## src/rtl/core/kbsc_pkg.sv

```systemverilog
// ----------------------------------------------------------------------------
// kbsc_pkg
// Shared constants, codes, types and small functions of the cipher unit.
// ----------------------------------------------------------------------------
`default_nettype none

package kbsc_pkg;

	localparam int TABLE_ENTRIES = 256;
	localparam int ADDR_W        = $clog2(TABLE_ENTRIES);
	localparam int BYTE_W        = 8;
	localparam int KEY_W         = 64;
	localparam int MOD_W         = 16;
	localparam int HALF_W        = KEY_W / 2;
	localparam int NIB_W         = 4;
	localparam int CMD_W         = 2;
	localparam int MODE_W        = 2;
	localparam int CFG_IDX_W     = 2;
	localparam int CFG_W         = KEY_W;

	// commands
	localparam logic [CMD_W-1:0] CMD_BUILD   = 2'd0;
	localparam logic [CMD_W-1:0] CMD_DECRYPT = 2'd1;
	localparam logic [CMD_W-1:0] CMD_ENCRYPT = 2'd2;

	// cipher modes
	localparam logic [MODE_W-1:0] MODE_NONE   = 2'd0;
	localparam logic [MODE_W-1:0] MODE_STATIC = 2'd1;
	localparam logic [MODE_W-1:0] MODE_KEYED  = 2'd2;

	// configuration register indexes
	localparam logic [CFG_IDX_W-1:0] REG_MODE     = 2'd0;
	localparam logic [CFG_IDX_W-1:0] REG_KEY      = 2'd1;
	localparam logic [CFG_IDX_W-1:0] REG_MODIFIER = 2'd2;

	localparam logic [BYTE_W-1:0] BYTE_ZERO = '0;
	localparam logic [BYTE_W-1:0] BYTE_TOP  = BYTE_W'(TABLE_ENTRIES - 1);
	localparam logic [BYTE_W-1:0] STATIC_LAST = BYTE_W'(TABLE_ENTRIES - 2);

	localparam logic [BYTE_W-1:0] LCG_MUL   = 8'd13;
	localparam logic [BYTE_W-1:0] LCG_ADD   = 8'd11;
	localparam logic [BYTE_W-1:0] WALK_STEP = 8'h11;

	localparam logic [NIB_W-1:0] NIB_MUL_BASE = 4'h5;
	localparam logic [NIB_W-1:0] NIB_ADD_MASK = 4'hE;
	localparam logic [NIB_W-1:0] NIB_MASK     = 4'hF;

	// key preparation result
	typedef struct packed {
		logic             done;
		logic [KEY_W-1:0] key;
	} kp_res_t;

	// byte LCG v*13+11 mod 256
	function automatic logic [BYTE_W-1:0] lcg13(logic [BYTE_W-1:0] v);
		logic [BYTE_W-1:0] t;
		t = v * LCG_MUL + LCG_ADD;
		return t;
	endfunction

	// one step of the seeded nibble LCG
	function automatic logic [NIB_W-1:0] nib_step(logic [NIB_W-1:0] s,
		logic [BYTE_W-1:0] seed);
		logic [NIB_W-1:0]  mul;
		logic [NIB_W-1:0]  add;
		logic [BYTE_W-1:0] p;
		mul = NIB_MUL_BASE | {seed[0], 3'b000};
		add = (seed[NIB_W-1:0] & NIB_ADD_MASK) | 4'h1;
		p = BYTE_W'(s) * BYTE_W'(mul) + BYTE_W'(add);
		return p[NIB_W-1:0] & NIB_MASK;
	endfunction

endpackage

`default_nettype wire

```

## src/rtl/core/kbsc_key_prep.sv

```systemverilog
// ----------------------------------------------------------------------------
// kbsc_key_prep
// Scrambles the key by the modifier factor (skipped for a zero modifier) and decrements it.
// ----------------------------------------------------------------------------
`default_nettype none

module kbsc_key_prep (
	input  wire logic                           clk,
	input  wire logic                           arst_n,
	input  wire logic                           go,
	input  wire logic [kbsc_pkg::KEY_W-1:0]     key_in,
	input  wire logic [kbsc_pkg::MOD_W-1:0]     modifier,
	output kbsc_pkg::kp_res_t                   res
);

	typedef enum logic [2:0] {
		KP_IDLE,
		KP_MUL_LO,
		KP_MUL_HI,
		KP_SUM,
		KP_DEC
	} kp_state_t;

	kp_state_t                        state_q;
	logic                             done_q;
	logic [kbsc_pkg::KEY_W-1:0]       key_q;
	logic [kbsc_pkg::HALF_W-1:0]      f_q;
	logic [kbsc_pkg::KEY_W-1:0]       prod_q;
	logic [kbsc_pkg::HALF_W-1:0]      hi_q;
	logic [kbsc_pkg::HALF_W-1:0]      f_next;
	logic [kbsc_pkg::MOD_W-1:0]       f_low;
	logic [kbsc_pkg::HALF_W-1:0]      mul_a;
	logic [kbsc_pkg::KEY_W-1:0]       mul_p;

	// factor = (mod << 16) | ((~mod + 2) mod 2^16)
	assign f_low  = ~modifier + kbsc_pkg::MOD_W'(2);
	assign f_next = {modifier, f_low};

	// one shared 32x32 multiplier, low then high key half
	assign mul_a = (state_q == KP_MUL_HI) ? key_q[kbsc_pkg::KEY_W-1:kbsc_pkg::HALF_W]
		: key_q[kbsc_pkg::HALF_W-1:0];
	assign mul_p = kbsc_pkg::KEY_W'(mul_a) * kbsc_pkg::KEY_W'(f_q);

	always_ff @(posedge clk or negedge arst_n) begin
		if (!arst_n) begin
			state_q <= KP_IDLE;
			done_q  <= 1'b0;
			key_q   <= '0;
		end else begin
			done_q <= 1'b0;
			case (state_q)
				KP_IDLE: begin
					if (go) begin
						key_q   <= key_in;
						state_q <= (modifier != '0) ? KP_MUL_LO : KP_DEC;
					end
				end
				KP_MUL_LO: state_q <= KP_MUL_HI;
				KP_MUL_HI: state_q <= KP_SUM;
				KP_SUM: begin
					key_q   <= prod_q + {hi_q, {kbsc_pkg::HALF_W{1'b0}}};
					state_q <= KP_DEC;
				end
				KP_DEC: begin
					key_q   <= key_q - kbsc_pkg::KEY_W'(1);
					done_q  <= 1'b1;
					state_q <= KP_IDLE;
				end
				default: state_q <= KP_IDLE;
			endcase
		end
	end

	always_ff @(posedge clk) begin
		if (state_q == KP_IDLE && go)
			f_q <= f_next;
		if (state_q == KP_MUL_LO)
			prod_q <= mul_p;
		if (state_q == KP_MUL_HI)
			hi_q <= mul_p[kbsc_pkg::HALF_W-1:0];
	end

	assign res.done = done_q;
	assign res.key  = key_q;

endmodule

`default_nettype wire

```

## config.mk

```make
export PLATFORM = sky130hd
export DESIGN_NAME = kbsc_key_prep
export DESIGN_NICKNAME = d
export VERILOG_FILES = /design/src/rtl/core/kbsc_pkg.sv /design/src/rtl/core/kbsc_key_prep.sv
export SDC_FILE = /design/constraint.sdc
export NUM_CORES = 2
export LEC_CHECK = 0
export BUFFER_PORTS_ARGS = -buffer_cell sky130_fd_sc_hd__buf_2
export CAP_MARGIN = 0
export CORE_ASPECT_RATIO = 0.5
export CORE_MARGIN = 2
export CORE_UTILIZATION = 45
export DETAILED_ROUTE_END_ITERATION = 12
export GPL_TIMING_DRIVEN = 0
export PLACE_DENSITY_LB_ADDON = 0.25
export RECOVER_POWER = 50
export SETUP_SLACK_MARGIN = 0.1
export SLEW_MARGIN = 40
export SYNTH_ARGS = -nofsm -noshare
export SYNTH_HDL_FRONTEND = slang
export SYNTH_SLANG_ARGS = --single-unit
export TNS_END_PERCENT = 50
```

## constraint.sdc

```tcl
create_clock -name clk -period 11.2 [get_ports clk]
set_clock_uncertainty 0.1 [all_clocks]
set_input_delay 1.68 -clock clk [delete_from_list [all_inputs] [get_ports clk]]
set_output_delay 1.68 -clock clk [all_outputs]
set_load 0.1 [all_outputs]
```

==> results_dict.tcl <==
set metrics [dict create \
    critPathLaunchType "flop" \
    drc 0 \
    post-place-ws_ns -0.6058 \
    worst_skew_pair.late_latency_ns 0.51 \
    syn_area_per_cell_um2 9.288 \
    yosys.area.top_type "fa_1" \
    cp.arrival_ns 11.02 \
    syn_to_final_growth_pct 7.436 \
    path_buf_inv 9 \
    crit_end "prod_q[61]" \
    clock_path_buffers 2 \
    viasPerCell 5.900 \
    grt_pass1_vias 37020 \
    grt_usage_pct 41.03 \
    gp_congestion 1.074 \
    syn_area_um2 43800 \
    fp.coreArea_um2 95890 \
    first_pass_iters 6 \
    routedWlPerCell_um 32.67 \
    reg2reg_to "prod_q[61]" \
    portBuffers 147 \
    fmax_ghz 0.09201 \
    yosysSeqAreaShare_pct 12.59 \
    yosysTopAreaCellShare_pct 41.00 \
    syn_nets 5992 \
    cpMostUsedCell "fa_1" \
    die_h_um 224.6 \
    slowest_delay_ns 0.67 \
    dieWidth_um 445.2 \
    hp-class "reg -> reg" \
    yosysUniqueCellTypes 81 \
    fin_nets 6172 \
    r2r_start "state_q[1]" \
    slew_headroom_pct -52.00 \
    dieArea_um2 100000 \
    post_cts_buffers 0 \
    status "finished, violations left" \
    drt_wl_total_um 202500 \
    drive_above_1_share_pct 6.946 \
    crit_family "adder cells" \
    rsz0062_at_grt "no" \
    finalInstanceArea_um2 47060 \
    initial_core_util_pct 45.68 \
    critPathKind "reg -> reg" \
    synth-seq-cells 195 \
    ioPinCount 148 \
    finalSetupViolations 0 \
    num_vias 36570 \
    tritoncts "yes" \
    drt_iter0_markers 5037 \
    grt_overflow 0 \
    cts_root_buf "clkbuf_16" \
    dp_cells 6147 \
    clkTransAtPathRegs_ns 0.08 \
    period_share_pct 97.04 \
    required_ns 11.35 \
    synthCells 4716 \
    drv_slew 71 \
    cp_num_cells 31 \
    final_antenna_net_count 0 \
    synthMostInstantiatedCell "inv_1" \
    grt_max_degree 38 \
    cp_max_fo 22 \
    ys_async_sr_fraction_pct 34.87 \
    synth_common_cells "inv_1, fa_1, and2_1" \
    finalCriticalPeriod_ns 10.87 \
    yosys_warnings 0 \
    cp-end-kind "flop" \
    cts.htree.levels 4 \
    violations "capacitance limit, slew limit" \
    reg2reg_slack_ns 0.33 \
    antenna_found_initial 37 \
    grt_pass1_wl_um 282100 \
    max_slew.worst_pin.slew_ns 2.280 \
    finalNonFillerCells 6198 \
    rr_worst_depth 31 \
    critPathLaunch "state_q[1]" \
    cts_buffers 17 \
    dp_hpwl_um 167200 \
    hold_ws_ns 0.3861 \
    dpl_cell_area_um2 46440 \
    rows 80 \
    finalHoldViolations 0 \
    clock_sinks 195 \
    synth_area_leaders "fa_1, edfxtp_1, ha_1, and2_1, inv_1" \
    setup_slack_ns 0.3310 \
    ys.flop_type "edfxtp_1" \
    cap_violations 2 \
    slowest_stage "fa_1" \
    synth_edf_count 127 \
    num-fill-cells 9362 \
]
registers in the layout (all words and copies together) (netlist names):
register,cells
state_q,3
prod_q,64
key_q,64
hi_q,32
done_q,1
f_q,31
final cells by class:
class | count | area [um2] | area share, %
diodes | 18 | 45.04 | 0.09572
plain buffers | 263 | 1200 | 2.550
clock buffers | 17 | 425.4 | 0.9040
clock inverters | 15 | 191.4 | 0.4068
inverters | 922 | 3461 | 7.354
multi-input cells | 3336 | 33830 | 71.90
flip-flops and latches | 195 | 5515 | 11.72
well taps | 1271 | 1590 | 3.379
repair buffers | 161 | 795.8 | 1.691
cells in the final DEF, fill, tap and decap left out, types with 123 or more instances in the layout:
cell	n
clkbuf_1	166
a21oi_1	178
inv_1	922
edfxtp_1	127
and2_1	578
ha_1	296
clkbuf_2	123
fa_1	897
o21ai_0	132
nand2_1	551
what timing repair did:
| item | in CTS | in global routing |
|---|---|---|
| resized for setup | 6 | 14 |
| cloned | 0 | 0 |
| hold endpoints to repair | 0 | 0 |
| hold buffers | 0 | 0 |
| setup endpoints to repair | 21 | 9 |
worst reg2reg max path, delay by kind of cell (launching register included):
family          cells  cell delay [ns]
flops               1             0.33
xor+xnor            1             0.16
simple gates        7             1.97
fa+ha+maj           9             4.72
buf+inv             9             1.99
compound gates      5             1.35
cells by family (layout without fill, tap and decap cells):
logic type,count (synthesis),in the layout,synth area share (%)
multiplexers,27,27,0.6884
AO/OA/AOI/OAI,551,551,7.930
flip-flops,195,195,12.59
other,0,18,0
adder cells (fa/ha/maj),1193,1193,49.45
XOR/XNOR,102,102,2.040
AND/OR/NAND/NOR,1463,1463,17.08
buffers and inverters,1185,1378,10.22
metrics by stage:
step | util [%] | setup TNS (ns)
global placement | 48.10 | -90.81
global route | 49.03 | 0
CTS | 49.10 | 0
finish | 49.07 | 0
floorplan | - | 0
detailed placement | 48.43 | -2.530
worst min-delay path by stage:
| stage | start | end | slack (ns) | cells after the start |
|---|---|---|---|---|
| 6_report | prod_q[0] | key_q[0] | 0.39 | 2 |
| 5_1_grt | prod_q[0] | key_q[0] | 0.40 | 2 |
| 4_1_cts | prod_q[0] | key_q[0] | 0.38 | 2 |
| 3_5_place_dp | prod_q[0] | key_q[0] | 0.36 | 2 |
| 3_3_place_gp | prod_q[0] | key_q[0] | 0.35 | 2 |
| 2_1_floorplan | prod_q[0] | key_q[0] | 0.33 | 2 |
per-layer routing:
layer / GRT usage, % / share of wire (%)
met5: 0 / 0.022
met4: 13.56 / 3.7
met3: 16.05 / 14
met2: 58.61 / 41
met1: 56.89 / 41
Power is not shown: default switching activity piles up to over one toggle a cycle in this logic, so the estimate is an artifact.
